$ cat src/rtl/core/nft_pkg.sv
// Shared types, constants and codes of the NAT flow table.
// Used by every module of the block but nft_ram; depends on nothing else.
package nft_pkg;

    localparam int TABLE_DEPTH_DEF = 4096;

    // Field widths of the stream items.
    localparam int PROTO_W  = 2;
    localparam int FLOW_W   = 16;
    localparam int IP_W     = 32;
    localparam int MAC_W    = 48;
    localparam int STATUS_W = 2;
    localparam int SLOT_W   = 12;
    localparam int DIST_W   = 13;
    localparam int HOME_W   = 16;

    // Stream packing.
    localparam int S_DATA_W = 128;
    localparam int M_DATA_W = 32;
    localparam int SLOT_LSB = 0;
    localparam int DIST_LSB = SLOT_LSB + SLOT_W;
    localparam int ARP_BIT  = DIST_LSB + DIST_W;

    // floor(x / 10000) for 32-bit x equals (x * HASH_MULT) >> HASH_SHIFT.
    localparam logic [31:0] HASH_MULT  = 32'd3518437209;
    localparam int          HASH_SHIFT = 45;

    // The modulo unit retires this many dividend bits per cycle.
    localparam int MOD_BITS  = 4;
    localparam int MOD_STEPS = HOME_W / MOD_BITS;

    localparam int QUEUE_DEPTH = 2;

    localparam logic [PROTO_W-1:0] PROTO_ICMP = 2'd0;
    localparam logic [PROTO_W-1:0] PROTO_UDP  = 2'd1;

    typedef enum logic [STATUS_W-1:0] {
        ST_EXIST = 2'd0,
        ST_NEW   = 2'd1,
        ST_FULL  = 2'd2
    } t_status;

    typedef enum logic [2:0] {
        F_IDLE,
        F_MUL,
        F_HASH,
        F_MOD,
        F_PUSH
    } t_front_state;

    typedef enum logic [1:0] {
        B_CLEAR,
        B_IDLE,
        B_CHECK
    } t_back_state;

    typedef struct packed {
        logic [PROTO_W-1:0] proto;
        logic [FLOW_W-1:0]  flow_id;
        logic [IP_W-1:0]    src_ip;
        logic [IP_W-1:0]    dst_ip;
        logic [MAC_W-1:0]   src_mac;
        logic [HOME_W-1:0]  home;
    } t_job;

    typedef struct packed {
        logic               valid;
        logic [IP_W-1:0]    src_ip;
        logic [IP_W-1:0]    dst_ip;
        logic [FLOW_W-1:0]  port;
        logic [MAC_W-1:0]   mac;
        logic [DIST_W-1:0]  distance;
    } t_entry;

    typedef struct packed {
        t_status            status;
        logic [SLOT_W-1:0]  slot_index;
        logic [DIST_W-1:0]  probe_distance;
        logic               arp_request;
    } t_result;

endpackage

$ cat src/rtl/core/nft_queue.sv
// Short job queue between the hash front end and the probe back end.
// Depends on nft_pkg.
module nft_queue (
    input  logic          i_clk,
    input  logic          i_rst_n,
    input  logic          i_push,
    input  nft_pkg::t_job i_job,
    output logic          o_full,
    output logic          o_valid,
    output nft_pkg::t_job o_job,
    input  logic          i_pop
);
    import nft_pkg::*;

    localparam int PW = $clog2(QUEUE_DEPTH);
    localparam int NW = $clog2(QUEUE_DEPTH + 1);

    t_job          r_mem [QUEUE_DEPTH];
    logic [PW-1:0] r_wr_ptr, r_rd_ptr;
    logic [NW-1:0] r_count;

    always_ff @(posedge i_clk) begin
        if (!i_rst_n) begin
            r_wr_ptr <= '0;
            r_rd_ptr <= '0;
            r_count  <= '0;
        end else begin
            if (i_push) begin
                r_wr_ptr <= (r_wr_ptr == PW'(QUEUE_DEPTH - 1)) ? '0 : PW'(r_wr_ptr + 1'b1);
            end
            if (i_pop) begin
                r_rd_ptr <= (r_rd_ptr == PW'(QUEUE_DEPTH - 1)) ? '0 : PW'(r_rd_ptr + 1'b1);
            end
            if (i_push && !i_pop) begin
                r_count <= NW'(r_count + 1'b1);
            end else if (i_pop && !i_push) begin
                r_count <= NW'(r_count - 1'b1);
            end
        end
    end

    always_ff @(posedge i_clk) begin
        if (i_push) begin
            r_mem[r_wr_ptr] <= i_job;
        end
    end

    assign o_full  = (r_count == NW'(QUEUE_DEPTH));
    assign o_valid = (r_count != '0);
    assign o_job   = r_mem[r_rd_ptr];
endmodule

$ cat config.mk
export PLATFORM = sky130hd
export DESIGN_NAME = nft_queue
export DESIGN_NICKNAME = d
export VERILOG_FILES = /design/src/rtl/core/nft_pkg.sv /design/src/rtl/core/nft_queue.sv
export SDC_FILE = /design/constraint.sdc
export NUM_CORES = 1
export LEC_CHECK = 0
export BUFFER_PORTS_ARGS = -buffer_cell sky130_fd_sc_hd__buf_4
export CELL_PAD_IN_SITES_DETAIL_PLACEMENT = 1
export CELL_PAD_IN_SITES_GLOBAL_PLACEMENT = 2
export CORE_MARGIN = 1.5
export CORE_UTILIZATION = 38
export DETAILED_ROUTE_END_ITERATION = 8
export PLACE_DENSITY_LB_ADDON = 0.1
export RECOVER_POWER = 100
export SYNTH_ARGS = -nofsm -noshare
export SYNTH_HDL_FRONTEND = slang
export SYNTH_SLANG_ARGS = --single-unit
export TNS_END_PERCENT = 100
$ cat constraint.sdc
create_clock -name i_clk -period 10.22 [get_ports i_clk]
set_clock_uncertainty 0.05 [all_clocks]
set_input_delay 0.511 -clock i_clk [delete_from_list [all_inputs] [get_ports i_clk]]
set_output_delay 0.511 -clock i_clk [all_outputs]
set_load 0.01 [all_outputs]
; ---- Word level (Yosys, flattened, before mapping)
; Memories as Yosys holds them, arrays and structs flattened. A register that Yosys moved wholly into a read port is not among the register bits.
; Cells that the tools add are included.
[totals]
reg_bits = 4
latchBits = 0
ramBits = 292
romBits = 0
word_cells = 23
mem_count = 1
[memory_table]
columns = memory, words, width, rd, rd_ports_with_merged_regs, write_ports, line
row1 = r_mem, 2, 146, 1, 1, 1, nft_queue.sv:18  ; t_job r_mem [QUEUE_DEPTH];
[op_classes]
n_addsub = 4
mul = 0
div_mod_pow = 0
magnitude_cmp = 0
n_eq_ne = 1
shifts = 0
muxes = 8
bitwise = 0
n_reduce_logical = 6
[ops]
columns = op, n
row1 = 2-to-1 mux 1 bit, 6
row2 = 2-to-1 mux 2 bit, 2
row3 = nonzero test 2 bit, 2
row4 = adder 1 bit (second input constant), 2
row5 = adder 2 x 1 -> 2 bit (second input constant), 1
row6 = equality test 2 bit (second input constant), 1
row7 = logical AND 1 bit, 2
row8 = logical NOT 1 bit, 2
row9 = subtractor 2 x 1 -> 2 bit (second input constant), 1

; ---- Depth between registers and ports, before layout
; Gate-level depths: netlist (run 1).
[logic_depth]
depth_word = 4
ltp_mapped = 5
ltp_nobuf = 5

; ---- Worst setup path after synthesis (run 1)
; Ideal clock, no wire load.
[synth_path]
path_type = in2reg
from = in i_push
to = mem r_mem[0][0] (netlist bit), enable pin
arrival_ns = 6.859
setup_slack_ns = 2.640
path_stages = 1
path_buffers = 0
cell_sequence = nor2b_1
[synth_via]
elab_chain_len = 2
[synth_lines]
columns = item, line
row1 = from (decl), nft_queue.sv:6  ; input logic i_push,
row2 = 2-to-1 mux 1 bit, nft_queue.sv:43  ; if (i_push) begin
row3 = 2-to-1 mux 1 bit (implied by the code), nft_queue.sv:44  ; r_mem[r_wr_ptr] <= i_job;
row4 = to (decl), nft_queue.sv:18
; Every way passes these cells.

; ---- Final worst setup path (run 1)
[layout_path]
from = reg r_wr_ptr
to = mem r_mem[1][33] (netlist bit), enable pin
[layout_rtl]
columns = item, line
row1 = from (decl), nft_queue.sv:19  ; logic [PW-1:0] r_wr_ptr, r_rd_ptr;
row2 = from (signal assigned), nft_queue.sv:29  ; r_wr_ptr <= (r_wr_ptr == PW'(QUEUE_DEPTH - 1)) ? '0 : PW'(r_wr_ptr + 1'b1);
; No word-level cell before the write port.

==> results of run 1 <==
-- cells by family (layout without fill, tap and decap cells) --
group | count (synthesis) | count (layout) | synth area share (%)
DFF | 297 | 297 | 82.0
muxes | 146 | 146 | 15.2
buffers and inverters | 17 | 359 | 1.70
and+or+nand+nor | 9 | 9 | 0.544
AOI/OAI and AO/OA | 3 | 3 | 0.185
xor gates and xnor gates | 3 | 3 | 0.243
adders and majority gates | 1 | 1 | 0.116
other | 0 | 1 | 0
-- layout make-up --
| cell class | instances | area (µm²) |
|---|---|---|
| multi-input combinational | 162 | 1770 |
| antenna | 1 | 2.50 |
| timing repair buffer | 303 | 1610 |
| clock inverter | 7 | 32.5 |
| fill | 2675 | 14200 |
| sequential | 297 | 8870 |
| inverter | 1 | 3.75 |
| tap | 378 | 473 |
| clock buffer | 48 | 880 |
-- final timing paths --
check	endpoint	slack (ns)	cells after the start
worst min-delay path	r_mem[1][78]$_DFFE_PP_	0.13	1
worst max-delay path	r_mem[1][33]$_DFFE_PP_	4.74	2
worst max register to register	r_mem[1][33]$_DFFE_PP_	4.74	2
worst min register to register	r_count[1]$_SDFFE_PN0P_	0.50	2
-- power groups by stage --
| stage | registers, µW | logic [µW] | clock network, µW |
|---|---|---|---|
| floorplan | 1460 | 161 | 0 |
| global placement | 1460 | 313 | 0 |
| detailed placement | 1460 | 319 | 0 |
| CTS | 1440 | 321 | 1050 |
| global route | 1450 | 285 | 1090 |
| finish | 1440 | 262 | 1010 |
-- flip-flops by register name (all words and copies together), names as in the netlist, named ones only --
| name | count |
|---|---|
| r_rd_ptr | 1 |
| r_mem | 292 |
| r_count | 2 |
| r_wr_ptr | 1 |
-- cell usage in the layout (no fill, tap or decap), types with 2 or more instances in the layout --
cell       instances
and2_0             4
buf_4             21
clkbuf_1         191
clkbuf_16         31
clkbuf_4         104
clkbuf_8           4
clkinv_1           2
clkinv_2           5
dfxtp_1            5
edfxtp_1         292
mux2_1            15
mux2_2           131
xor2_1             2
-- stage by stage --
| stage | instances | utilization, % | setup slack (ns) |
|---|---|---|---|
| global placement | 1141 | 48.1 | 7.05 |
| floorplan | 476 | - | 2.64 |
| CTS | 1196 | 51.4 | 6.44 |
| finish | 1197 | 48.9 | 4.74 |
| detailed placement | 1141 | 48.1 | 7.02 |
| global route | 1196 | 48.9 | 4.06 |
-- layer usage --
| layer | GRT usage (%) | vias up | wire length, µm |
|---|---|---|---|
| li1 | - | 2536 | - |
| met2 | 26.4 | 204 | 11600 |
| met5 | 0 | - | 9 |
| met4 | 4.58 | 2 | 507 |
| met1 | 19.2 | 2802 | 9100 |
| met3 | 5.73 | 39 | 2240 |
-- worst reg2reg max path, stage by stage, from the launching register on --
cell and delay [ns]:
dfxtp_1 0.38, and2_0 2.15, clkbuf_1 2.39
==> results.json, run 1 <==
{
  "max_slew_margin_pct": -119,
  "io_pins": 298,
  "synthArstFlopShare_pct": 0,
  "reg2reg_from": "r_wr_ptr$_SDFFE_PN0P_",
  "crit_buf_inv": 1,
  "power_frac_seq_pct": 53.1,
  "critical_path_arrival_ns": 5.51,
  "die_y_um": 172,
  "end_kind": "register",
  "synth_warnings": 0,
  "synthTopCellsByArea": "edfxtp_1, mux2_2, buf_6",
  "cts_buffers": 31,
  "path_clk_slew_ns": 0.06,
  "grt_pass1_vias": 6198,
  "switchingPower_uw": 590,
  "portBuffers": 297,
  "cts_resized": 0,
  "synth.most_common_cell": "edfxtp_1",
  "swShare_pct": 21.8,
  "antenna_found_initial": 2,
  "fp-row-count": 61,
  "critPathLaunch": "r_wr_ptr$_SDFFE_PN0P_",
  "ys_ff_latch": 297,
  "synthesis.area_um2": 10800,
  "drv_slew": 374,
  "critical_path.top_delay_family": "buffers and inverters",
  "p_comb_share_pct": 9.7,
  "gp_congestion": 0.728,
  "yosysTopAreaCell": "edfxtp_1",
  "core_region_area_um2": 27900,
  "hpwlAfterDp_mm": 15.7,
  "synth_edf_count": 292,
  "violations": "max-capacitance violations, max-slew violations",
  "routed_wl_mm": 23.4,
  "period_needed_ns": 5.48,
  "netlist.area_leader.share_pct": 81.1,
  "power_uw": 2710,
  "cp_cell_sequence": "and2_0 -> clkbuf_1",
  "drv_cap": 7,
  "cts_sinks": 297,
  "clkPwrFrac_pct": 37.3,
  "grt_max_degree": 77,
  "critPathLaunchType": "register",
  "final-setup-viol-count": 0,
  "firstDrtPassIters": 4,
  "track_usage_pct": 15.8,
  "p_leak_uw": 0.00463,
  "yosys-top-cells-count": "edfxtp_1, mux2_2, buf_6, dfxtp_1, and2_1",
  "grt.overflow.total": 0,
  "grt_pass1_wl_mm": 35.1,
  "setup_tns_ns": 0,
  "cts_max_path_buffers": 3,
  "drcViolationCount": 0,
  "ys_seq_area_share_pct": 82.0,
  "die_x_um": 172,
  "slowest_stage": "clkbuf_1",
  "drt_iter0_drc": 271,
  "avgSynthCellArea_um2": 22.7,
  "hold_buffers": 0,
  "worst_pin_slew_ns": 3.27,
  "hold_viol": 0,
  "synth_cell_types": 16,
  "fin_crit_sh_pct": 53.6,
  "hold_class": "input pin to register",
  "postLayoutCellArea_um2": 13600,
  "synth_ff_type": "edfxtp_1",
  "min_from": "i_job[78]",
  "vias_per_cell": 4.66,
  "rsz0062_at_grt": "no",
  "wire_per_inst_um": 19.6,
  "cts_setup_buffers": 0,
  "crit_type": "register to register",
  "synth_cells": 476,
  "dpl_cell_area_um2": 13400,
  "slowest_delay_ns": 2.37,
  "cts_tree": "built",
  "fin_nets": 947,
  "p_int_uw": 2120,
  "ant_nets": 0,
  "start_util_pct": 38.8,
  "drive_gt1_share_pct": 36.6,
  "required_ns": 10.25,
  "syn_nets": 627,
  "path_max_fanout": 54,
  "cts-htree-levels": 1,
  "areaGrowthSynthToFinish_pct": 26.1,
  "cts-root-buf": "clkbuf_16",
  "fp.dieArea_um2": 29500,
  "fin_hold_ws_ns": 0.128,
  "status": "finished, violations left",
  "clkLatencyLatePin_ns": 0.54,
  "max_freq_mhz": 182,
  "p_per_area_nw_per_um2": 199,
  "irDropWorstVdd_mv": 0.0988,
  "num_vias": 5583
}
Power figures use the tool's default switching activity.
==> inputs of run 2 (changes only) <==
Settings changed: CORE_UTILIZATION 38 to 34.
Clock period 10.22 ns to 4.45 ns, I/O delays scaled along.
==> results.json, run 2 (same netlist as run 1, synthesis figures left out) <==
{
  "cts-htree-levels": 2,
  "p_per_area_nw_per_um2": 436,
  "core_region_area_um2": 31400,
  "firstDrtPassIters": 4,
  "grt_max_degree": 77,
  "end_kind": "output port",
  "start_util_pct": 34.4,
  "cts_buffers": 35,
  "max_slew_margin_pct": -38.5,
  "portBuffers": 297,
  "antenna_found_initial": 2,
  "io_pins": 298,
  "p_leak_uw": 0.00541,
  "path_max_fanout": 68,
  "cp_cell_sequence": "buf_4 -> mux2_1 -> buf_4",
  "reg.largest.list": "r_mem: 292 flops, r_count: 2 flops",
  "whs_path_depth": 4,
  "die_y_um": 181,
  "vias_per_cell": 4.43,
  "setup_ws_ns": 1.02,
  "track_usage_pct": 15.4,
  "dp_slack_ns": 2.00,
  "drv_slew": 290,
  "slowest_delay_ns": 1.47,
  "status": "finished, violations left",
  "fin_crit_sh_pct": 77.0,
  "reg2regPathDepth": 4,
  "period_needed_ns": 3.43,
  "drcViolationCount": 0,
  "areaGrowthSynthToFinish_pct": 42.6,
  "final_common_cell": "edfxtp_1",
  "worst_pin_slew_ns": 2.08,
  "ant_nets": 0,
  "regMostFlops": "r_mem",
  "slowest_stage": "dfxtp_2",
  "die_x_um": 181,
  "reg2reg_from": "r_wr_ptr$_SDFFE_PN0P_",
  "irDropWorstVdd_mv": 0.311,
  "critical_path_arrival_ns": 3.15,
  "fin_util_pct": 49.1,
  "violations": "max-capacitance violations, max-slew violations",
  "wire_per_inst_um": 18.5,
  "hold_class": "input pin to register",
  "fin_nets": 1100,
  "path_clk_slew_ns": 0.05,
  "crit_type": "register to output port",
  "max_freq_mhz": 292,
  "min_from": "i_push",
  "critPathLaunchType": "register",
  "final-setup-viol-count": 0,
  "gp_congestion": 0.721,
  "cts_sinks": 297,
  "routed_wl_mm": 25.5,
  "drt_iter0_drc": 258,
  "setup_tns_ns": 0,
  "cts_max_path_buffers": 3,
  "grt_pass1_vias": 6828,
  "cts_tree": "built",
  "fp-row-count": 65,
  "cts-root-buf": "clkbuf_16",
  "hpwlAfterDp_mm": 15.7,
  "hold_viol": 0,
  "drv_cap": 4,
  "cts_resized": 0,
  "fin_hold_ws_ns": 0.206,
  "grt_pass1_wl_mm": 39.0,
  "clkLatencyLatePin_ns": 0.51,
  "num_vias": 6092,
  "crit_path_frequent_cell": "buf_4",
  "required_ns": 4.18,
  "fp.dieArea_um2": 32900,
  "largest_reg_flops": 292,
  "drive_gt1_share_pct": 34.2,
  "grt.overflow.total": 0,
  "rsz0062_at_grt": "no",
  "layout_common_cells": "edfxtp_1, clkbuf_1, dlygate4sd3_1"
}
==> run 2: path summary, 6_finish.rpt <==
check	to	slack [ns]
worst min register to register	register	0.52
worst max register to register	r_wr_ptr$_SDFFE_PN0P_	1.60
worst max-delay path	o_job[91]	1.02
worst min-delay path	r_count[1]$_SDFFE_PN0P_	0.21
==> run 2: where the power goes <==
group	internal, µW	switching [µW]	leakage (µW)
clock	1620	1080	0.000538
combinational	367	353	0.00209
sequential	3240	58.3	0.00278
total	5230	1490	0.00541
==> run 2: stage by stage <==
step	power, µW	area, µm²	std cells
5_1_grt	6970	15400	1375
3_5_place_dp	4100	13400	1165
3_3_place_gp	4070	13400	1165
2_1_floorplan	3700	10800	476
4_1_cts	6930	16000	1374
6_report	6720	15400	1376
==> run 2: critical path: cells and delay by family (launching register included) <==
kind / cells / cell delay [ns]
flip-flops: 1 / 1.47
multiplexers: 1 / 0.40
buffers and inverters: 2 / 0.77
==> run 2: final cells by class <==
type,count,area [µm²]
flip-flops and latches,297,8870
multi-input cells,162,1770
diodes,2,5.00
inverters,1,3.75
well taps,402,503
fillers,3026,16000
repair buffers,452,3170
clock buffers,47,992
clock inverters,13,103
==> run 2: metal layers <==
layer | wire [µm] | track usage (%) | vias to the layer above
li1 | - | - | 2856
met1 | 10500 | 19.1 | 2968
met2 | 12500 | 25.7 | 222
met3 | 1840 | 5.04 | 46
met4 | 579 | 4.57 | 0
met5 | 0 | 0 | -
==> run 2: what timing repair did <==
item	in CTS	in global routing
endpoints found under the setup margin	0	0
endpoints found under the hold margin	297	0
setup buffers	0	0
hold buffers	149	0
==> inputs of run 3 (changes only) <==
Clock period 4.45 ns to 3.1 ns, I/O delays scaled along.
==> results.json, run 3 (same netlist as run 1, synthesis figures left out) <==
{
  "drv_slew": 61,
  "critical_path_arrival_ns": 2.39,
  "status": "finished, violations left",
  "hold_buffers": 150,
  "grt.overflow.total": 0,
  "reg.largest.list": "r_mem: 292 flops, r_count: 2 flops",
  "cts_setup_buffers": 0,
  "cts_max_path_buffers": 3,
  "cts_sinks": 297,
  "clkLatencyLatePin_ns": 0.49,
  "cts_tree": "built",
  "multi_input_area_um2": 1760,
  "hold_viol": 0,
  "core_region_area_um2": 31400,
  "rsz0062_at_grt": "no",
  "layout_common_cells": "edfxtp_1, clkbuf_1, dlygate4sd3_1",
  "period_needed_ns": 2.60,
  "fp.dieArea_um2": 32900,
  "gp_congestion": 0.743,
  "regMostFlops": "r_mem",
  "ant_nets": 0,
  "die_y_um": 181,
  "p_per_area_nw_per_um2": 655,
  "hpwlAfterDp_mm": 16.0,
  "die_x_um": 181,
  "drive_gt1_share_pct": 34.1,
  "num_vias": 6085,
  "fin_nets": 1104,
  "cts-root-buf": "clkbuf_16",
  "track_usage_pct": 15.4,
  "max_slew_margin_pct": -11.5,
  "path_max_fanout": 33,
  "drv_cap": 1,
  "grt_pass1_vias": 7020,
  "hold_class": "input pin to register",
  "path_clk_slew_ns": 0.05,
  "io_pins": 298,
  "vias_per_cell": 4.39,
  "grt_max_degree": 88,
  "fp-row-count": 65,
  "firstDrtPassIters": 4,
  "end_kind": "output port",
  "drcViolationCount": 0,
  "largest_reg_flops": 292,
  "irDropWorstVdd_mv": 0.457,
  "fin_crit_sh_pct": 83.8,
  "routed_wl_mm": 25.3,
  "critPathLaunchType": "register",
  "wire_per_inst_um": 18.2,
  "max_freq_mhz": 385,
  "final_common_cell": "edfxtp_1",
  "cts_resized": 0,
  "start_util_pct": 34.4,
  "violations": "max-capacitance violations, max-slew violations",
  "n_fill_cell": 3001,
  "cts-htree-levels": 2,
  "required_ns": 2.89,
  "crit_type": "register to output port",
  "grt_pass1_wl_mm": 39.2,
  "worst_pin_slew_ns": 1.67,
  "fin_hold_ws_ns": 0.339,
  "regArea_um2": 8870,
  "drt_iter0_drc": 236,
  "antenna_found_initial": 2,
  "p_leak_uw": 0.00551,
  "setup_tns_ns": 0,
  "final-setup-viol-count": 0,
  "areaGrowthSynthToFinish_pct": 44.7,
  "cts_buffers": 36,
  "portBuffers": 297
}
-- run 3: worst paths after layout --
kind / cells past startpoint / slack [ns] / start / to
hold / removal: 2 / 0.34 / i_job[112] / r_mem[1][112]$_DFFE_PP_
setup / recovery: 3 / 0.50 / register / o_job[10]
hold reg to reg: 2 / 0.48 / r_count[1]$_SDFFE_PN0P_ / r_count[1]$_SDFFE_PN0P_
setup reg to reg: 2 / 0.75 / r_wr_ptr$_SDFFE_PN0P_ / r_mem[1][8]$_DFFE_PP_
-- run 3: power breakdown --
| part | total [µW] | switching, µW | internal [µW] |
|---|---|---|---|
| clock network | 4490 | 1560 | 2930 |
| logic | 1060 | 526 | 530 |
| registers | 4710 | 57.5 | 4650 |
-- run 3: cell type report --
type	count	area share [%]
clock buffer	41	6.01
timing repair buffer	455	20.5
tap	402	3.21
inverter	1	0.0240
antenna	2	0.0320
multi-input combinational	162	11.3
clock inverter	25	2.21
sequential	297	56.7
-- run 3: through the flow --
stage / power [µW] / util [%] / std cells / setup WS, ns / cell area (µm²)
CTS: 10600 / 51.9 / 1383 / 0.690 / 16300
finish: 10300 / 49.8 / 1385 / 0.502 / 15600
detailed placement: 5880 / 43.0 / 1167 / 1.22 / 13500
global route: 10600 / 49.8 / 1384 / 0.326 / 15600
global placement: 5850 / 43.0 / 1167 / 1.26 / 13500
floorplan: 5300 / - / 476 / 0.127 / 10800
-- run 3: critical path: stages, from the launching register on --
cell and delay, ns:
dfxtp_4 0.53, clkbuf_2 0.75, mux2_2 0.42, clkbuf_1 0.14
-- run 3: layer usage --
metal / part of all wire [%] / vias up / track usage (%)
met2: 50 / 221 / 26.0
met1: 41 / 2972 / 19.0
met4: 2.1 / 0 / 4.50
met3: 7.3 / 36 / 4.70
li1: - / 2856 / -
met5: 0 / - / 0
