File: config.mk
export PLATFORM = sky130hd
export DESIGN_NAME = nft_front
export DESIGN_NICKNAME = d
export VERILOG_FILES = /design/src/rtl/core/nft_pkg.sv /design/src/rtl/core/nft_front.sv
export SDC_FILE = /design/constraint.sdc
export NUM_CORES = 1
export LEC_CHECK = 0
export BUFFER_PORTS_ARGS = -buffer_cell sky130_fd_sc_hd__buf_2
export CORE_MARGIN = 2
export CORE_UTILIZATION = 50
export DETAILED_ROUTE_END_ITERATION = 10
export GPL_ROUTABILITY_DRIVEN = 0
export PLACE_DENSITY = 0.7
export SETUP_SLACK_MARGIN = 0.05
export SYNTH_ARGS = -nofsm -noshare
export SYNTH_HDL_FRONTEND = slang
export SYNTH_SLANG_ARGS = --single-unit
File: constraint.sdc
create_clock -name i_clk -period 13.7 [get_ports i_clk]
set_clock_uncertainty 0.1 [all_clocks]
set_input_delay 1.37 -clock i_clk [delete_from_list [all_inputs] [get_ports i_clk]]
set_output_delay 1.37 -clock i_clk [all_outputs]
set_load 0.01 [all_outputs]
File: src/rtl/core/nft_pkg.sv
// Shared types, constants and codes of the NAT flow table.
// Used by every module of the block but nft_ram; depends on nothing else.
package nft_pkg;

    localparam int TABLE_DEPTH_DEF = 4096;

    // Field widths of the stream items.
    localparam int PROTO_W  = 2;
    localparam int FLOW_W   = 16;
    localparam int IP_W     = 32;
    localparam int MAC_W    = 48;
    localparam int STATUS_W = 2;
    localparam int SLOT_W   = 12;
    localparam int DIST_W   = 13;
    localparam int HOME_W   = 16;

    // Stream packing.
    localparam int S_DATA_W = 128;
    localparam int M_DATA_W = 32;
    localparam int SLOT_LSB = 0;
    localparam int DIST_LSB = SLOT_LSB + SLOT_W;
    localparam int ARP_BIT  = DIST_LSB + DIST_W;

    // floor(x / 10000) for 32-bit x equals (x * HASH_MULT) >> HASH_SHIFT.
    localparam logic [31:0] HASH_MULT  = 32'd3518437209;
    localparam int          HASH_SHIFT = 45;

    // The modulo unit retires this many dividend bits per cycle.
    localparam int MOD_BITS  = 4;
    localparam int MOD_STEPS = HOME_W / MOD_BITS;

    localparam int QUEUE_DEPTH = 2;

    localparam logic [PROTO_W-1:0] PROTO_ICMP = 2'd0;
    localparam logic [PROTO_W-1:0] PROTO_UDP  = 2'd1;

    typedef enum logic [STATUS_W-1:0] {
        ST_EXIST = 2'd0,
        ST_NEW   = 2'd1,
        ST_FULL  = 2'd2
    } t_status;

    typedef enum logic [2:0] {
        F_IDLE,
        F_MUL,
        F_HASH,
        F_MOD,
        F_PUSH
    } t_front_state;

    typedef enum logic [1:0] {
        B_CLEAR,
        B_IDLE,
        B_CHECK
    } t_back_state;

    typedef struct packed {
        logic [PROTO_W-1:0] proto;
        logic [FLOW_W-1:0]  flow_id;
        logic [IP_W-1:0]    src_ip;
        logic [IP_W-1:0]    dst_ip;
        logic [MAC_W-1:0]   src_mac;
        logic [HOME_W-1:0]  home;
    } t_job;

    typedef struct packed {
        logic               valid;
        logic [IP_W-1:0]    src_ip;
        logic [IP_W-1:0]    dst_ip;
        logic [FLOW_W-1:0]  port;
        logic [MAC_W-1:0]   mac;
        logic [DIST_W-1:0]  distance;
    } t_entry;

    typedef struct packed {
        t_status            status;
        logic [SLOT_W-1:0]  slot_index;
        logic [DIST_W-1:0]  probe_distance;
        logic               arp_request;
    } t_result;

endpackage

File: src/rtl/core/nft_front.sv
// Front end: accepts a flow key and computes its home slot.
// Depends on nft_pkg; feeds nft_queue.
module nft_front #(
    parameter int TABLE_DEPTH = nft_pkg::TABLE_DEPTH_DEF
) (
    input  logic          i_clk,
    input  logic          i_rst_n,
    input  logic          i_hold,
    input  logic          i_valid,
    output logic          o_ready,
    input  nft_pkg::t_job i_job,
    output logic          o_push,
    output nft_pkg::t_job o_job,
    input  logic          i_full
);
    import nft_pkg::*;

    localparam int RW = $clog2(TABLE_DEPTH) + 1;
    localparam logic [RW-1:0] DEPTH_R = RW'(TABLE_DEPTH);
    localparam int CW = $clog2(MOD_STEPS);

    t_front_state r_state, n_state;
    t_job         r_job, n_job;
    logic [63:0]  r_prod, n_prod;
    logic [HOME_W-1:0] r_dvd, n_dvd;
    logic [RW-1:0]     r_rem, n_rem;
    logic [CW-1:0]     r_cnt, n_cnt;

    always_ff @(posedge i_clk) begin
        if (!i_rst_n) begin
            r_state <= F_IDLE;
            r_cnt   <= '0;
        end else begin
            r_state <= n_state;
            r_cnt   <= n_cnt;
        end
    end

    always_ff @(posedge i_clk) begin
        r_job  <= n_job;
        r_prod <= n_prod;
        r_dvd  <= n_dvd;
        r_rem  <= n_rem;
    end

    always_comb begin
        logic [HOME_W-1:0] sum;
        logic [RW-1:0]     tmp;
        n_state = r_state;
        n_job   = r_job;
        n_prod  = r_prod;
        n_dvd   = r_dvd;
        n_rem   = r_rem;
        n_cnt   = r_cnt;
        o_ready = (r_state == F_IDLE) && !i_hold;
        o_push  = 1'b0;
        sum     = '0;
        tmp     = r_rem;
        unique case (r_state)
            F_IDLE: begin
                if (i_valid && o_ready) begin
                    n_job   = i_job;
                    n_state = F_MUL;
                end
            end
            F_MUL: begin
                n_prod  = {32'd0, r_job.src_ip} * {32'd0, HASH_MULT};
                n_state = F_HASH;
            end
            F_HASH: begin
                sum     = r_job.flow_id + r_prod[HASH_SHIFT +: HOME_W];
                n_dvd   = {sum[7:0], sum[15:8]};
                n_rem   = '0;
                n_cnt   = '0;
                n_state = F_MOD;
            end
            F_MOD: begin
                // Restoring reduction modulo the table depth, a few bits a cycle.
                for (int k = 0; k < MOD_BITS; k++) begin
                    tmp = {tmp[RW-2:0], r_dvd[HOME_W-1-k]};
                    if (tmp >= DEPTH_R) begin
                        tmp = tmp - DEPTH_R;
                    end
                end
                n_rem = tmp;
                n_dvd = r_dvd << MOD_BITS;
                n_cnt = CW'(r_cnt + 1'b1);
                if (r_cnt == CW'(MOD_STEPS - 1)) begin
                    n_state = F_PUSH;
                end
            end
            F_PUSH: begin
                if (!i_full) begin
                    o_push  = 1'b1;
                    n_state = F_IDLE;
                end
            end
            default: n_state = F_IDLE;
        endcase
    end

    always_comb begin
        o_job      = r_job;
        o_job.home = HOME_W'(r_rem);
    end
endmodule

## Word-level counts from Yosys, hierarchy flattened

Cells that the tools add are included.

- Register bits: 225
- Input port bits: 151
- Logic and storage cells: 52

- $add $sub $neg: 6
- Magnitude comparators: 4
- Eq/ne operators: 8
- Reductions and logical operators: 7
- Muxes and demuxes: 16
- Multiply operators: 1

Operators by type and width:

| operator | count |
|---|---|
| 12-bit two-way mux | 6 |
| 32-bit by 32-bit multiplier with 61-bit output (second input constant) | 1 |
| 13-bit greater-or-equal comparator (second input constant) | 4 |
| 12-bit by 1-bit subtractor with 12-bit output (second input constant) | 3 |
| 16-bit one-hot mux with 2 select lines | 1 |
| 13-bit one-hot mux with 2 select lines | 1 |
| 16-bit adder | 1 |
| 3-bit one-hot mux with 5 select lines | 1 |
| 13-bit two-way mux | 1 |
| 13-bit subtractor (second input constant) | 1 |
| 3-bit two-way mux | 3 |
| 3-bit by 2-bit equality test with 1-bit output (second input constant) | 2 |
| 2-bit != test (second input constant) | 2 |
| 2-bit one-hot mux with 2 select lines | 1 |
| 3-bit by 1-bit equality test with 1-bit output (second input constant) | 1 |
| 3-bit equality test (second input constant) | 1 |
| 3-bit logical NOT | 1 |
| 3-bit AND reduction | 1 |
| 2-bit by 1-bit adder with 2-bit output (second input constant) | 1 |
| 2-bit equality test (second input constant) | 1 |
| 1-bit logical AND | 2 |
| 1-bit two-way mux | 2 |
| 2-bit by 1-bit != test with 1-bit output (second input constant) | 1 |
| 2-bit AND reduction | 1 |
| other kinds (2) | 2 |

## Longest topological paths before layout

Gate-level depths: netlist of run 1.

- Word-level depth: 12
- Depth in mapped cells: 24

## Worst setup path before layout of run 1

OpenSTA, ideal clock, no wires.

- Path kind: register -> register
- Start: reg r_job (netlist bit o_job[104])
- End: reg r_prod[57], data pin
- Data required time: 13.344 ns
- Cell stages (with the launch flop): 22
- Path buffers: 0
- Clock period less this slack: 6.974 ns
- Arrival: 6.619 ns
- Library setup time: 0.256 ns
- Path slack: 6.726 ns
- Cells stage by stage: edfxtp_1 ha_1 xor2_1 ha_1 or2_2 fa_1 inv_1 fa_1 inv_1 fa_1 fa_1 fa_1 fa_1 ha_1 nand4_1 nor3_1 nand4_1 nor4_2 a211oi_1 and2_4 or4_1 o211a_1

- Longest elaborated chain between the ends: 1

Ends and longest elaborated chain:

| item | line | source |
|---|---|---|
| from (decl) | nft_front.sv:23 | `t_job r_job, n_job;` |
| from (signal assigned) | nft_front.sv:40 | `r_job <= n_job;` |
| 32-bit by 32-bit multiplier with 61-bit output | nft_front.sv:67 | `n_prod = {32'd0, r_job.src_ip} * {32'd0, HASH_MULT};` |
| to (signal assigned) | nft_front.sv:41 | `r_prod <= n_prod;` |
| to (decl) | nft_front.sv:24 | `logic [63:0] r_prod, n_prod;` |

No other way between the ends.
A chain may end at the register's enable or synchronous reset.

## Worst setup path in the final report of run 1

- Start: reg r_job (netlist bit o_job[101])
- End: reg r_prod[59], data pin

Same word-level chain as after synthesis.

==> results of run 1 <==
[sequential cells by signal, summed over array words and instances, names as in the netlist]
name     flops
o_job      130
r_cnt        2
r_dvd       16
r_rem       13
r_state      3
r_prod      16
[worst min-delay path, cell delays in order, from the launching register on]
cell	delay, ps
dfxtp_1	320
o21ai_0	60
a21boi_0	80
[area by class of cell]
type                       count  share of cell area (%)
clock inverter                15                  0.7282
antenna                        1                0.009457
clock buffer                  17                   1.608
inverter                     536                   7.613
timing repair buffer         287                   5.504
tap                          607                   2.870
sequential                   180                   20.24
multi-input combinational   1300                   61.43
[how the worst min path moves through the flow]
stage                          end  slack (ps)  startpoint
final                     r_cnt[1]         410    r_cnt[1]
after global routing      r_cnt[1]         450    r_cnt[1]
after CTS                 r_cnt[1]         420    r_cnt[1]
after detailed placement  r_dvd[8]         400    r_dvd[4]
after global placement    r_cnt[1]         380    r_cnt[1]
after floorplan           r_cnt[1]         360    r_cnt[1]
[metrics by stage]
step / utilization, % / hold WS, ps
floorplan: - / 359.2
global route: 56.72 / 453.0
detailed placement: 55.39 / 402.1
CTS: 56.71 / 418.1
global placement: 55.39 / 375.7
finish: 56.72 / 411.7
[layer usage]
metal  wire [um]  part of all wire, %
met1       24680                   41
met5           0                    0
met4        1922                  3.2
met2       29090                   48
met3        4504                  7.5
[placed cells by master (no fill, tap or decap), types with 3 or more instances in the layout]
master,netlist,routed
dfxtp_1,5,5
nand3_1,20,20
nor2_1,61,60
nand4_1,12,12
o211ai_1,6,6
a31oi_1,13,13
edfxtp_1,175,175
conb_1,1,4
inv_12,0,4
a21oi_1,67,67
inv_1,535,535
buf_2,0,279
nand2_1,60,60
buf_4,3,8
o21a_1,8,8
inv_8,0,4
or2_2,7,7
clkbuf_16,0,17
xor2_1,22,22
nor4_1,3,3
and3_1,18,18
nor3_1,17,17
o31ai_1,7,7
o2111ai_1,3,3
a21o_1,17,17
xnor2_1,33,33
o21bai_1,9,9
clkinv_8,0,3
ha_1,378,378
nand2b_1,5,5
and2_1,17,16
fa_1,427,427
a2111oi_0,3,3
a211oi_1,9,9
a31o_2,3,3
o21ai_0,30,30
o22ai_1,3,3
[kinds of logic after synthesis]
kind of cell / after synthesis / share of synthesized area [%]
adder cells (fa/ha/maj): 805 / 56.06
buffers and inverters: 552 / 8.870
AND/OR/NAND/NOR: 239 / 5.130
multiplexers: 1 / 0.04226
AO/OA/AOI/OAI: 196 / 5.235
other: 1 / 0.01583
XOR/XNOR: 55 / 2.034
flip-flops: 180 / 22.61
[cell usage after synthesis, drive strengths merged (11+ instances only)]
cell    instances
nor3           18
o21ai          32
nor2           61
xor2           22
a31oi          13
ha            378
edfxtp        175
inv           536
and3           19
xnor2          33
nand2          61
clkbuf         11
nand4          13
a21o           18
nand3          21
and2           18
fa            427
a21oi          67
==> out/results.txt, run 1 <==
Fmax: 120.8 MHz
drt pass-1 iters: 9
max_cap viols: 0
starting DRC count in detailed routing: 1101
Seq/Total Area, Yosys: 22.61%
Avg WL per Cell: 20.45 um
worst-path cell chain: ha_1 -> xor2_1 -> ha_1 -> nor2_1 -> fa_1 -> inv_1 -> fa_1 -> fa_1 -> fa_1 -> fa_1 -> inv_1 -> fa_1 -> inv_1 -> ha_1 -> nand4_4 -> nor4_4 -> nand3_1 -> a2111oi_1 -> nor3_2 -> o31ai_2 -> a31oi_1 -> xnor2_1
Sink Count: 180
setup bufs post-CTS: 0
Startpoint Class: register
largest net degree at the start of global routing: 75
number of synthesized flops with an enable pin: 175
Routed Antenna Nets: 0
RSZ-0062 raised after global routing: false
root buf cell: clkbuf_16
Yosys reg bits: 180
synth top area cells: fa_1 36%, edfxtp_1 22%, ha_1 20%
Mapped Area: 0.02368 sq mm
ys flop type: edfxtp_1
Syn Area/Cell: 11.67 sq um
Die Area: 0.04912 sq mm
max-slew violations: 0
pre-CTS setup slack: 5278 ps
TritonCTS clock tree: done
DP HPWL: 50980 um
Critical Path Most Common Cell: fa_1
failing checks: design-rule violations
placed inst area: 0.02584 sq mm
RR Endpoint: r_prod[59]
first-pass GRT wire length: 94490 um
CORE AREA: 0.04665 sq mm
top-area cell type share of the netlist area: 36.09%
met2 Resource Use GR: 41.66%
Finished Layout Cells: 2943
Crit path depth: 22
die width: 221.6 um
number of global-route vias before repair: 16930
drt drc: 26
WHS Path Cells: 2
area leader, netlist: fa_1
global route overflow: 0
htree depth: 4
layout cell share with drive strength beyond 1: 14.73%
final setup TNS: 0 ps
Cells after DPL: 2910
FILL cells: 3911
met1 Usage GRT: 33.28%
worst-margin pin slew: 1060 ps
critical path's largest stage delay: 860 ps
fin crit period: 8275 ps
WP buf/inv: 3
Crit. Startpoint: o_job[101]
GRT Resource Usage Total: 25.44%
met3 global-route usage: 6.387%
initial antenna violation count: 1
worst skew pair latency: 490 ps
multi-input logic area: 0.01625 sq mm
nets@finish: 3278
worst-case clock buffer depth: 2
GR peak layer: met2
Starting Density: 50.76%
drt total wl: 60200 um
Worst Hold Class: register to register
Synth warnings: 0
Synth cell types: 66
worst reg-to-reg path cell count: 22
# rows: 79
routed vias: 15750
critical path class: register to register
status: finished, violations left
final worst slack: 5425 ps
Reg clk slew, reported paths: 80 ps
post-CTS sizing: 0
Post-Synthesis Cells: 2029
synth-to-layout area growth: 11.72%
max_slew headroom: 29.14%
CP endpoint kind: register
CP Capture Point: r_prod[59]
CP max FO: 14
register area: 0.005355 sq mm
critical path required time: 13830 ps
cell family with most CP delay: adder cells
Final Cycle Share: 60.40%
endpoints failing setup: 0
hold_buf cts: 0
Final Hold Vio Count: 0
Die Y: 221.6 um
post-route cell area: 0.02646 sq mm
fraction of registers with async set/reset: 0%
CP max stage cell: edfxtp_1
Vias/cell: 5.351
CTS buffer count: 17
IO Count: 299
Buffers on Ports: 279
CP Data Arrival Time: 8400 ps
reg2reg setup slack: 5420 ps
Reg-to-Reg Start: o_job[101]
Power of run 1 is left out: the tool's default activity adds up to more than one toggle a clock period on the data nets, which glitch-free logic cannot reach.
==> inputs of run 2 (changes only) <==
--- a/config.mk
+++ b/config.mk
@@ -5,12 +5,13 @@
 export SDC_FILE = /design/constraint.sdc
 export NUM_CORES = 1
 export LEC_CHECK = 0
+export ABC_AREA = 1
 export BUFFER_PORTS_ARGS = -buffer_cell sky130_fd_sc_hd__buf_2
 export CORE_MARGIN = 2
 export CORE_UTILIZATION = 50
 export DETAILED_ROUTE_END_ITERATION = 10
 export GPL_ROUTABILITY_DRIVEN = 0
-export PLACE_DENSITY = 0.7
+export PLACE_DENSITY = 0.73
 export SETUP_SLACK_MARGIN = 0.05
 export SYNTH_ARGS = -nofsm -noshare
 export SYNTH_HDL_FRONTEND = slang
==> constraint.sdc (replaced) <==
create_clock -name i_clk -period 6.81 [get_ports i_clk]
set_clock_uncertainty 0.1 [all_clocks]
set_input_delay 0.681 -clock i_clk [delete_from_list [all_inputs] [get_ports i_clk]]
set_output_delay 0.681 -clock i_clk [all_outputs]
set_load 0.01 [all_outputs]
==> out/results.txt, run 2 <==
status: completed
critical path required time: 6940 ps
RSZ-0062 raised after global routing: false
critical path class: register to register
IO Count: 299
Die Area: 0.05169 sq mm
# diodes: 0
area leader, netlist: fa_1
max_slew headroom: 35.04%
Final Cycle Share: 96.51%
CP Capture Point: r_prod[55]
post-route cell area: 0.02853 sq mm
Crit. Startpoint: o_job[103]
reg2reg setup slack: 240 ps
max-slew violations: 0
worst-case clock buffer depth: 2
Vias/cell: 5.215
Reg clk slew, reported paths: 90 ps
HP Start: i_job[103]
layout cell share with drive strength beyond 1: 16.40%
endpoints failing setup: 0
Syn Area/Cell: 10.07 sq um
commonest non-fill, non-tap cells in the layout: 671 x inv_1, 425 x fa_1, 369 x nand2_1, 369 x ha_1, 279 x buf_2
Synth cell types: 41
initial antenna violation count: 1
Avg WL per Cell: 19.53 um
Synth top cells by count: 674 x inv_1, 427 x fa_1, 378 x ha_1, 370 x nand2_1, 175 x edfxtp_1
GRT Resource Usage Total: 27.65%
starting DRC count in detailed routing: 1457
WHS Path Cells: 1
DP HPWL: 59980 um
placed inst area: 0.02765 sq mm
fraction of registers with async set/reset: 0%
worst skew pair latency: 480 ps
worst-margin pin slew: 974.5 ps
Startpoint Class: register
CTS buffer count: 17
RR Endpoint: r_prod[55]
Starting Density: 50.85%
CP endpoint kind: register
synth top area cells: fa_1 34%, edfxtp_1 21%, ha_1 19%
Seq/Total Area, Yosys: 21.47%
drt drc: 0
most frequent cell after synthesis: inv_1
final setup TNS: 0 ps
flip-flop count of the largest register after layout: 130
synth-to-layout area growth: 14.41%
CORE AREA: 0.04905 sq mm
CP Data Arrival Time: 6700 ps
Buffers on Ports: 279
CP max FO: 4
max_cap viols: 0
Sink Count: 180
# rows: 81
Worst Hold Class: primary input to register
drt pass-1 iters: 5
first-pass GRT wire length: 106200 um
nets@finish: 3815
Yosys reg bits: 180
Synth warnings: 0
commonest non-fill, non-tap cell in the layout: inv_1
drt total wl: 69070 um
die width: 227.3 um
Fmax: 152.2 MHz
TritonCTS clock tree: done
number of synthesized flops with an enable pin: 175
Routed Antenna Nets: 0
htree depth: 4
number of global-route vias before repair: 19730
routed vias: 18440
Final Hold Vio Count: 0
root buf cell: clkbuf_16
worst reg-to-reg path cell count: 23
top-area cell type share of the netlist area: 34.27%
Post-Synthesis Cells: 2478
largest net degree at the start of global routing: 75
Die Y: 227.3 um
ys flop type: edfxtp_1
global route overflow: 0
Mapped Area: 0.02494 sq mm
FILL cells: 4101
fin crit period: 6572 ps
Reg-to-Reg Start: o_job[103]
[run 2: cell types whose count changed after synthesis, moves of 16 or more]
cell     previous run  this run
nand2_1            60       370
a21oi_1            67        83
and3_1             18         1
nor2_1             61       119
nand3_1            20        63
nor2_2              0        18
inv_1             535       674
[run 2: through the flow]
step / instances / hold WS (ps) / util (%) / setup WS [ps]
floorplan: 2481 / 342.5 / - / 366.1
global placement: 3481 / 354.6 / 56.36 / 246.4
detailed placement: 3481 / 384.5 / 56.36 / 150.4
CTS: 3513 / 230.6 / 57.52 / 101.0
global route: 3536 / 237.5 / 58.17 / 21.94
finish: 3536 / 269.1 / 58.17 / 237.7
[run 2: cell families after synthesis]
logic type      Yosys count  synth area share (%)
simple gates            627                 10.49
compound gates          148                 3.246
xor+xnor                 34                 1.194
other cells               1               0.01504
fa+ha+maj               805                 53.24
flops                   180                 21.47
buf+inv                 683                 10.35
[run 2: final cells by class]
class	instances	area, sq um	area share, %
clock inverters	12	115.1	0.4034
clock buffers	20	456.7	1.600
inverters	676	2537	8.892
multi-input cells	1618	17170	60.17
repair buffers	366	2069	7.252
well taps	664	830.8	2.912
flip-flops and latches	180	5355	18.77
[run 2: worst min path at each step]
stage,end,slack (ps)
2_1_floorplan,r_cnt[0],340
3_3_place_gp,r_cnt[1],350
3_5_place_dp,r_cnt[1],380
4_1_cts,o_job[103],230
5_1_grt,o_job[103],240
6_report,o_job[103],270
[run 2: worst max-delay path: stages, from the launching register on]
cell and delay [ps]:
edfxtp_1 490, ha_2 370, xnor2_2 260, inv_2 90
ha_1 200, or2_2 310, fa_1 530, inv_1 60
fa_1 540, inv_1 60, fa_1 470, fa_1 510
fa_2 610, fa_1 460, ha_4 300, nand2_1 110
inv_1 90, nand2_1 90, nor2_2 150, nand3_1 100
nor3_1 160, nand2_1 110, nand3_1 100, nand2_1 60
[run 2: per-layer routing]
| layer | vias to the layer above | GRT usage, % | share of wire, % |
|---|---|---|---|
| met1 | 9143 | 35.63 | 39 |
| met5 | - | 0 | 0.019 |
| met3 | 157 | 5.834 | 8.2 |
| met4 | 2 | 11.79 | 4.2 |
| li1 | 8368 | - | - |
| met2 | 769 | 45.43 | 48 |
[run 2: what timing repair did]
item | in CTS | in global routing
setup buffers | 0 | 23
hold endpoints to repair | 0 | 0
gates resized for setup | 0 | 31
hold buffers | 0 | 0
endpoints found under the setup margin | 0 | 16
Power of run 2 is left out for the same reason.
==> inputs of run 3 (changes only) <==
--- a/config.mk
+++ b/config.mk
@@ -6,9 +6,11 @@
 export NUM_CORES = 1
 export LEC_CHECK = 0
 export ABC_AREA = 1
-export BUFFER_PORTS_ARGS = -buffer_cell sky130_fd_sc_hd__buf_2
+export BUFFER_PORTS_ARGS = -buffer_cell sky130_fd_sc_hd__clkbuf_2
+export CAP_MARGIN = 20
 export CORE_MARGIN = 2
 export CORE_UTILIZATION = 50
+export CTS_BUF_LIST = sky130_fd_sc_hd__clkbuf_8 sky130_fd_sc_hd__clkbuf_16
 export DETAILED_ROUTE_END_ITERATION = 10
 export GPL_ROUTABILITY_DRIVEN = 0
 export PLACE_DENSITY = 0.73
==> out/results.txt, run 3 (synthesis gave the netlist of run 2 again) <==
Startpoint Class: register
TritonCTS clock tree: done
Worst Hold Class: primary input to register
largest net degree at the start of global routing: 87
drt drc: 0
drt pass-1 iters: 5
Die Area: 0.05169 sq mm
Die Y: 227.3 um
htree depth: 4
synth-to-layout area growth: 14.99%
final setup TNS: 0 ps
Routed Antenna Nets: 0
IO Count: 299
root buf cell: clkbuf_16
Avg WL per Cell: 19.69 um
commonest non-fill, non-tap cells in the layout: 671 x inv_1, 424 x fa_1, 373 x ha_1
RSZ-0062 raised after global routing: true
Buffers on Ports: 279
CP endpoint kind: register
HP Start: i_job[27]
placed inst area: 0.02763 sq mm
reg2reg setup slack: 270 ps
RR Endpoint: r_prod[59]
# diodes: 0
number of global-route vias before repair: 19820
WHS Path Cells: 1
CORE AREA: 0.04905 sq mm
first-pass GRT wire length: 108100 um
critical path required time: 6960 ps
Vias/cell: 5.199
Final Hold Vio Count: 0
CTS buffer count: 17
worst-margin pin slew: 725.8 ps
die width: 227.3 um
max-slew violations: 0
Starting Density: 50.85%
Sink Count: 180
Final Cycle Share: 96.03%
fin util: 58.47%
CP max FO: 4
DP HPWL: 59970 um
commonest non-fill, non-tap cell in the layout: inv_1
endpoints failing setup: 0
flip-flop count of the largest register after layout: 130
fin crit period: 6539 ps
routed vias: 18420
Worst Hold Endpoint: o_job[27]
Reg-to-Reg Start: o_job[107]
Fmax: 152.9 MHz
starting DRC count in detailed routing: 1495
worst skew pair latency: 490 ps
critical path class: register to register
global route overflow: 0
drt total wl: 69760 um
max_cap viols: 0
status: completed
worst reg-to-reg path cell count: 23
max_slew headroom: 51.56%
nets@finish: 3822
CP Data Arrival Time: 6690 ps
initial antenna violation count: 1
worst-case clock buffer depth: 2
Reg clk slew, reported paths: 80 ps
GRT Resource Usage Total: 28.06%
layout cell share with drive strength beyond 1: 16.95%
Crit. Startpoint: o_job[107]
hold_buf cts: 0
# rows: 81
post-route cell area: 0.02868 sq mm
-- run 3: cell types whose count changed in the layout (fill, tap and decap cells not counted), moves of 6 or more --
cell      previous run  this run
a21oi_1             80        74
clkbuf_2             0       279
buf_2              279         0
buf_4               84        92
a21oi_2              3         9
-- run 3: area by class of cell --
class	instances	area, sq um
Tap cell	664	830.8
Sequential cell	180	5355
Multi-Input combinational cell	1618	17220
Fill cell	4092	20370
Inverter	676	2537
Clock inverter	15	186.4
Timing Repair Buffer	373	2126
Clock buffer	17	425.4
-- run 3: layer usage --
layer / wire length (um) / global-route usage (%) / vias to the layer above
li1: - / - / 8381
met1: 27200 / 35.84 / 9000
met2: 33300 / 45.35 / 853
met3: 5985 / 7.112 / 184
met4: 3255 / 12.38 / 2
met5: 13 / 0 / -
-- run 3: worst max-delay path, cell delays in order (launching register included) --
cell and delay (ps):
edfxtp_1 520, buf_4 210, ha_1 240, xnor2_2 230, inv_2 100, ha_1 200
or2_2 310, fa_1 510, fa_1 470, fa_1 440, fa_1 440, fa_1 530
inv_1 80, fa_1 480, inv_1 50, ha_1 310, a21oi_1 230, o21ai_0 190
a21oi_1 220, nand2_1 90, a21oi_1 180, nand2_1 70, nand2_1 60, nand2_1 40
-- run 3: worst max-delay path by stage --
stage                       to  slack [ps]  cells after the start
global placement    r_prod[60]         230                     24
finish              r_prod[59]         270                     23
detailed placement  r_prod[47]         140                     25
floorplan           o_job[100]         370                      2
global route        r_prod[59]          30                     23
CTS                 r_prod[47]         110                     25
-- run 3: repair_timing --
item,in CTS,in global routing
endpoints found under the setup margin,0,16
buffers inserted,0,29
endpoints found under the hold margin,0,0
gates resized for setup,0,41
-- run 3: metrics by stage --
| stage | hold slack, ps | setup WS, ps | std cells |
|---|---|---|---|
| after floorplan | 342.5 | 366.1 | 2481 |
| after global placement | 354.5 | 230.8 | 3481 |
| after detailed placement | 376.7 | 141.5 | 3481 |
| after CTS | 229.2 | 109.3 | 3513 |
| after global routing | 236.8 | 29.50 | 3543 |
| final | 256.7 | 270.7 | 3543 |
Power of run 3 is left out for the same reason.
